<file path="src/hdl/sra_pkg.sv">
// Shared types and constants for the sliding-window RMS gain control block.
package sra_pkg;

    localparam int WIN_DEPTH = 8192;
    localparam int AW        = 13;
    localparam int SUM_W     = 44;
    localparam int GAIN_W    = 24;
    localparam int GFRAC     = 16;
    localparam int DIV_W     = 60;
    localparam int DVS_W     = 34;
    localparam int ROOT_W    = 30;
    localparam int CNT_W     = 6;
    localparam int CFG_IDX_W = 3;
    localparam int CFG_DAT_W = 24;

    localparam logic [CNT_W-1:0] DIV_LAST  = CNT_W'(DIV_W - 1);
    localparam logic [CNT_W-1:0] SQRT_LAST = CNT_W'(ROOT_W - 1);
    localparam logic [AW-1:0]    CLR_LAST  = AW'(WIN_DEPTH - 1);

    localparam logic [GAIN_W-1:0] GAIN_ONE   = 24'd65536;
    localparam logic [GAIN_W-1:0] LOW_GAIN   = 24'd655;
    localparam logic [DIV_W-1:0]  FLOOR_GAIN = 60'd65536000000;
    localparam logic [31:0]       RECIP10    = 32'hCCCC_CCCD;

    localparam logic [CFG_IDX_W-1:0] CFG_WLEN  = 3'd0;
    localparam logic [CFG_IDX_W-1:0] CFG_LOUD  = 3'd1;
    localparam logic [CFG_IDX_W-1:0] CFG_CEIL  = 3'd2;
    localparam logic [CFG_IDX_W-1:0] CFG_FSCL  = 3'd3;
    localparam logic [CFG_IDX_W-1:0] CFG_SWAP  = 3'd4;

    typedef enum logic [3:0] {
        S_CLR, S_IDLE, S_SQ, S_SUM, S_OUT, S_DIV1, S_SQL, S_SQRT,
        S_MUL, S_NUM, S_DIV2, S_GAIN
    } t_state;

    typedef struct packed {
        logic          clr;
        logic [AW-1:0] clr_addr;
        logic          load_in;
        logic          sq;
        logic          sum;
        logic          out_load;
        logic          div_ld_ms;
        logic          div_ld_g;
        logic          div_step;
        logic          sq_ld;
        logic          sq_step;
        logic          mul;
        logic          gain_upd;
    } t_cmd;

    typedef struct packed {
        logic sum_zero;
        logic root_zero;
        logic out_free;
    } t_stat;

endpackage

</file>
<file path="src/hdl/sra_ctrl.sv">
// Sequencer for the gain control block: clear pass, sample path, gain update.
module sra_ctrl (
    input  logic          i_clk,
    input  logic          i_rst_n,
    input  logic          i_valid,
    output logic          o_stall,
    input  sra_pkg::t_stat i_stat,
    output sra_pkg::t_cmd  o_cmd
);
    import sra_pkg::*;

    t_state            r_state, n_state;
    logic [CNT_W-1:0]  r_cnt, n_cnt;
    logic [AW-1:0]     r_clr, n_clr;

    always_ff @(posedge i_clk) begin
        if (!i_rst_n) begin
            r_state <= S_CLR;
            r_cnt   <= '0;
            r_clr   <= '0;
        end else begin
            r_state <= n_state;
            r_cnt   <= n_cnt;
            r_clr   <= n_clr;
        end
    end

    // next state
    always_comb begin
        n_state = r_state;
        n_cnt   = '0;
        n_clr   = r_clr;
        unique case (r_state)
            S_CLR: begin
                n_clr = r_clr + 1'b1;
                if (r_clr == CLR_LAST) n_state = S_IDLE;
            end
            S_IDLE: if (i_valid) n_state = S_SQ;
            S_SQ:   n_state = S_SUM;
            S_SUM:  n_state = S_OUT;
            S_OUT: begin
                if (i_stat.out_free) n_state = i_stat.sum_zero ? S_GAIN : S_DIV1;
            end
            S_DIV1: begin
                n_cnt = r_cnt + 1'b1;
                if (r_cnt == DIV_LAST) n_state = S_SQL;
            end
            S_SQL:  n_state = S_SQRT;
            S_SQRT: begin
                n_cnt = r_cnt + 1'b1;
                if (r_cnt == SQRT_LAST) n_state = S_MUL;
            end
            S_MUL:  n_state = i_stat.root_zero ? S_GAIN : S_NUM;
            S_NUM:  n_state = S_DIV2;
            S_DIV2: begin
                n_cnt = r_cnt + 1'b1;
                if (r_cnt == DIV_LAST) n_state = S_GAIN;
            end
            S_GAIN: n_state = S_IDLE;
            default: n_state = S_IDLE;
        endcase
    end

    // outputs
    always_comb begin
        o_cmd          = '0;
        o_cmd.clr_addr = r_clr;
        o_stall        = (r_state != S_IDLE);
        unique case (r_state)
            S_CLR:  o_cmd.clr = 1'b1;
            S_IDLE: o_cmd.load_in = i_valid;
            S_SQ:   o_cmd.sq = 1'b1;
            S_SUM:  o_cmd.sum = 1'b1;
            S_OUT: begin
                o_cmd.out_load  = i_stat.out_free;
                o_cmd.div_ld_ms = i_stat.out_free;
            end
            S_DIV1: o_cmd.div_step = 1'b1;
            S_SQL:  o_cmd.sq_ld = 1'b1;
            S_SQRT: o_cmd.sq_step = 1'b1;
            S_MUL:  o_cmd.mul = 1'b1;
            S_NUM:  o_cmd.div_ld_g = 1'b1;
            S_DIV2: o_cmd.div_step = 1'b1;
            S_GAIN: o_cmd.gain_upd = 1'b1;
            default: o_cmd = '0;
        endcase
    end
endmodule

</file>
<file path="config.mk">
export PLATFORM = sky130hd
export DESIGN_NAME = sra_ctrl
export DESIGN_NICKNAME = d
export VERILOG_FILES = /design/src/hdl/sra_pkg.sv /design/src/hdl/sra_ctrl.sv
export SDC_FILE = /design/constraint.sdc
export NUM_CORES = 1
export LEC_CHECK = 0
export CAP_MARGIN = 5
export CORE_ASPECT_RATIO = 0.5
export CORE_MARGIN = 2
export CORE_UTILIZATION = 35
export CTS_BUF_LIST = sky130_fd_sc_hd__clkbuf_8 sky130_fd_sc_hd__clkbuf_16
export DETAILED_ROUTE_END_ITERATION = 8
export DONT_BUFFER_PORTS = 1
export GPL_TIMING_DRIVEN = 0
export PLACE_DENSITY_LB_ADDON = 0.08
export SLEW_MARGIN = 20
export SYNTH_ARGS = -nofsm -noshare
export SYNTH_HDL_FRONTEND = slang
export SYNTH_SLANG_ARGS = --single-unit
</file>
<file path="constraint.sdc">
create_clock -name i_clk -period 2.9 [get_ports i_clk]
set_input_delay 0.29 -clock i_clk [delete_from_list [all_inputs] [get_ports i_clk]]
set_output_delay 0.29 -clock i_clk [all_outputs]
set_load 0.01 [all_outputs]
</file>
Word level (Yosys, flattened, before mapping)
Cells that the tools add are included. Widths: inputs -> output; s select.

Magnitude comparators: 0. Eq/ne operators: 21. Reductions and logical operators: 6. Add/sub/neg operators: 2. Shifts and indexed selects: 0. Bitwise gates (word level): 0. Muxes and demuxes: 21. Div/mod/pow operators: 0. Multiply operators: 0.

Operators by type and width (number): $pmux 4 s11 (1); $mux 4 (7); $eq 4x3->1 const B (4); $eq 4x4->1 const B (4); $add 13x1->13 const B (1); $eq 13x13->1 const B (1); $mux 13 (1); $ne 2x2->1 const B (6); $reduce_or 12->1 (1); $mux 1 (10); $eq 4x2->1 const B (2); $add 6x1->6 const B (1); $eq 6x5->1 const B (1); $eq 6x6->1 const B (1); $reduce_and 6->1 (1); $eq 4x1->1 const B (1); $logic_not 4->1 (1); $mux 2 (2); $ne 4x1->1 const B (1); $reduce_or 3->1 (1); $reduce_and 2->1 (1); $reduce_or 2->1 (1).

Output and inout bits: 26. Logic and storage cells: 53. Bits of input ports: 6. Register bits: 23. Bits in latches: 0. Memories kept: 0. RAM bits: 0. Memory bits (read-only): 0.

Depth between registers and ports, before layout
Depth in word-level cells: 3. Depth in mapped cells: 7. Depth with buffers taken out: 6.

Worst setup path after synthesis
Ideal clock, no wire load.

Path kind: reg-to-reg. Start point: register r_state[0]. End point: register r_clr[11]. Data arrival time: 1.769 ns. Data required time: 2.829 ns. Cell stages (with the launch flop): 8. Path slack: 1.060 ns. Path buffers: 2. Library setup time: 0.071 ns. Path through: dfxtp_1 > buf_6 > or4_4 > buf_6 > clkinv_4 > nand4_4 > or4_1 > a21oi_1.

Cells in the longest elaborated chain, start to end: 1.

RTL lines: start: declaration (RTL line sra_ctrl.sv:12) `t_state r_state, n_state;`; start signal: assignment (RTL line sra_ctrl.sv:22) `r_state <= n_state;`; $logic_not 4->1 (RTL line sra_ctrl.sv:33) `unique case (r_state)`; end signal: assignment (RTL line sra_ctrl.sv:24) `r_clr <= n_clr;`; end: declaration (RTL line sra_ctrl.sv:14) `logic [AW-1:0] r_clr, n_clr;`.

No other way between the ends. A chain may end at the register's enable or synchronous reset.

==> metrics.txt <==
status=completed; Worst Tran Pin Value=0.491 ns; vias in the first global route=1012; WL/cell=13.5 um; grt ovf=0; DR pass1 iterations=4; hpwl dp=2.27 mm; Hold Path Class=primary input to register; total CTS buffers=3; drt total wl=3.08 mm; Tmin final=2.12 ns; Final Hold Fails=0; DIE HEIGHT=48.5 um; MaxCap Viol Count=0; row cnt=16; RSZ-0062 raised after global routing=no; Die X=92.9 um; Antenna Cells=0; number of I/O pins=32; share of flip-flops with an asynchronous set or reset=0; count leader, synth=dfxtp_1; clk root buf=clkbuf_8; Final GP Congestion=0.818; share of layout cells above drive strength 1=0.0690; CP Max Fanout=10; Final period util=0.731; hold_buf cts=0; Power Density=367 nW/um^2; Fin Setup TNS=0 ns; CTS tree=yes; vias per cell=5.01; FILL cells=420; syn nets=179; slew margin rel.=0.673; area of the mapped netlist=1380 sq um; CP startpoint kind=register; LEAKAGE=0.507 nW; Post-CTS Setup Inserts=0; post-synthesis register bit count=23; worst skew pair latency=0.27 ns; Crit. End Element=primary output; final slew viol count=0; cells after synthesis=170; Post-synth EDFFs=0; Initial Util=0.360; die area=4500 sq um; Clk pin slew, worst setup/hold paths=0.08 ns; Synth area leader=dfxtp_1; Finish-stage setup viols=0; Nets=184; Iteration-0 DRC Markers=40; Peak VDD IR=0.125 mV; Longest Clk Path Bufs=2; via count=1142; leading register cell type out of synthesis=dfxtp_1; DRC violations left=0; initial antenna violation count=0; Synth top area share=0.333; Req. time, crit path=2.61 ns; post-synthesis sequential area ratio=0.333; Synth top cells by count=dfxtp_1, nor2_1, nand2_1; DRT antenna net count=0; area of the core=3840 sq um; critical path class=register to primary output; largest net degree at the start of global routing=14; port bufs=0; GRT Resource Usage Total=0.145; Clock Skew=0.00726 ns; Fmax achieved=0.472 GHz; Worst EP arrival=1.83 ns; Distinct cells, synth=40; first-pass GRT wire length=5.18 mm; H-Tree Depth=1; clock sink total=23; Pwr Total=0.549 mW; Mapped Avg Cell Area=8.14 sq um; post-cts sizing count=0; P&R area growth vs syn=8.23%; total of warnings raised by yosys=0; Area contributors post-synth=dfxtp_1, xnor2_1, and2_1, nor2_1, nand2_1
registers in the layout (all words and copies together), names as in the netlist:
signal   count
r_state      4
r_clr       13
r_cnt        6
cell families after synthesis:
kind of cell / Yosys count / share of synthesized area
DFF: 23 / 0.333
muxes: 3 / 0.0217
AOI/OAI and AO/OA: 20 / 0.0886
adders and majority gates: 3 / 0.0271
xor gates and xnor gates: 14 / 0.0886
buffers and inverters: 15 / 0.0579
and+or+nand+nor: 92 / 0.383
routing by layer:
layer	vias to the layer above	track usage	part of all wire
met5	-	0	0
met4	0	0.0294	0.0052
met3	2	0.0436	0.045
met2	15	0.213	0.44
met1	523	0.211	0.51
li1	602	-	-
placed cells by master (no fill, tap or decap), types with 6 or more instances in the layout:
cell type  instances
o21ai_0            6
nand3_1            6
clkbuf_1           8
nand4_1            7
dfxtp_1           23
a21oi_1            6
xnor2_1            9
nand2_1           14
nor2_1            19
and2_1            12
report_power, final:
group	switching [mW]	leakage, nW	total, mW	internal, mW
sequential	0.00685	0.186	0.326	0.319
combinational	0.0117	0.296	0.0189	0.00720
clock	0.108	0.0255	0.204	0.0960
total	0.127	0.507	0.549	0.422
cell type report:
type                            instances  area (sq um)  area share
Clock buffer                            3          41.3      0.0276
Sequential cell                        23           460       0.307
Multi-Input combinational cell        132           843       0.563
Inverter                                4          20.0      0.0134
Tap cell                               54          67.6      0.0451
Clock inverter                          1          5.00     0.00334
Buffer                                 11          60.1      0.0401
critical path, stage by stage, from the launching register on:
cell and delay [ns]:
dfxtp_1 0.35, clkbuf_1 0.34, clkbuf_1 0.38, and4b_1 0.34, buf_4 0.15
through the flow:
| step | hold WS [ns] | cells | util | instance area [sq um] | setup slack (ns) |
|---|---|---|---|---|---|
| 2_1_floorplan | 0.433 | 170 | - | 1380 | 1.06 |
| 3_3_place_gp | 0.455 | 224 | 0.378 | 1450 | 0.958 |
| 3_5_place_dp | 0.465 | 224 | 0.378 | 1450 | 0.959 |
| 4_1_cts | 0.413 | 228 | 0.390 | 1500 | 0.797 |
| 5_1_grt | 0.418 | 228 | 0.390 | 1500 | 0.595 |
| 6_report | 0.405 | 228 | 0.390 | 1500 | 0.781 |
final timing paths:
check                                from                 endpoint  slack (ns)  depth (start not counted)
setup / recovery  r_state[2]$_SDFFE_PN0P_                 o_cmd[7]        0.78                          4
hold / removal                  i_stat[1]  r_state[1]$_SDFFE_PN0P_        0.41                          3
hold reg to reg       r_cnt[0]$_SDFF_PN0_      r_cnt[0]$_SDFF_PN0_        0.48                          1
setup reg to reg  r_state[0]$_SDFFE_PN0P_   r_clr[11]$_SDFFE_PN0P_        0.95                          7
(Power assumes the default switching activity.)
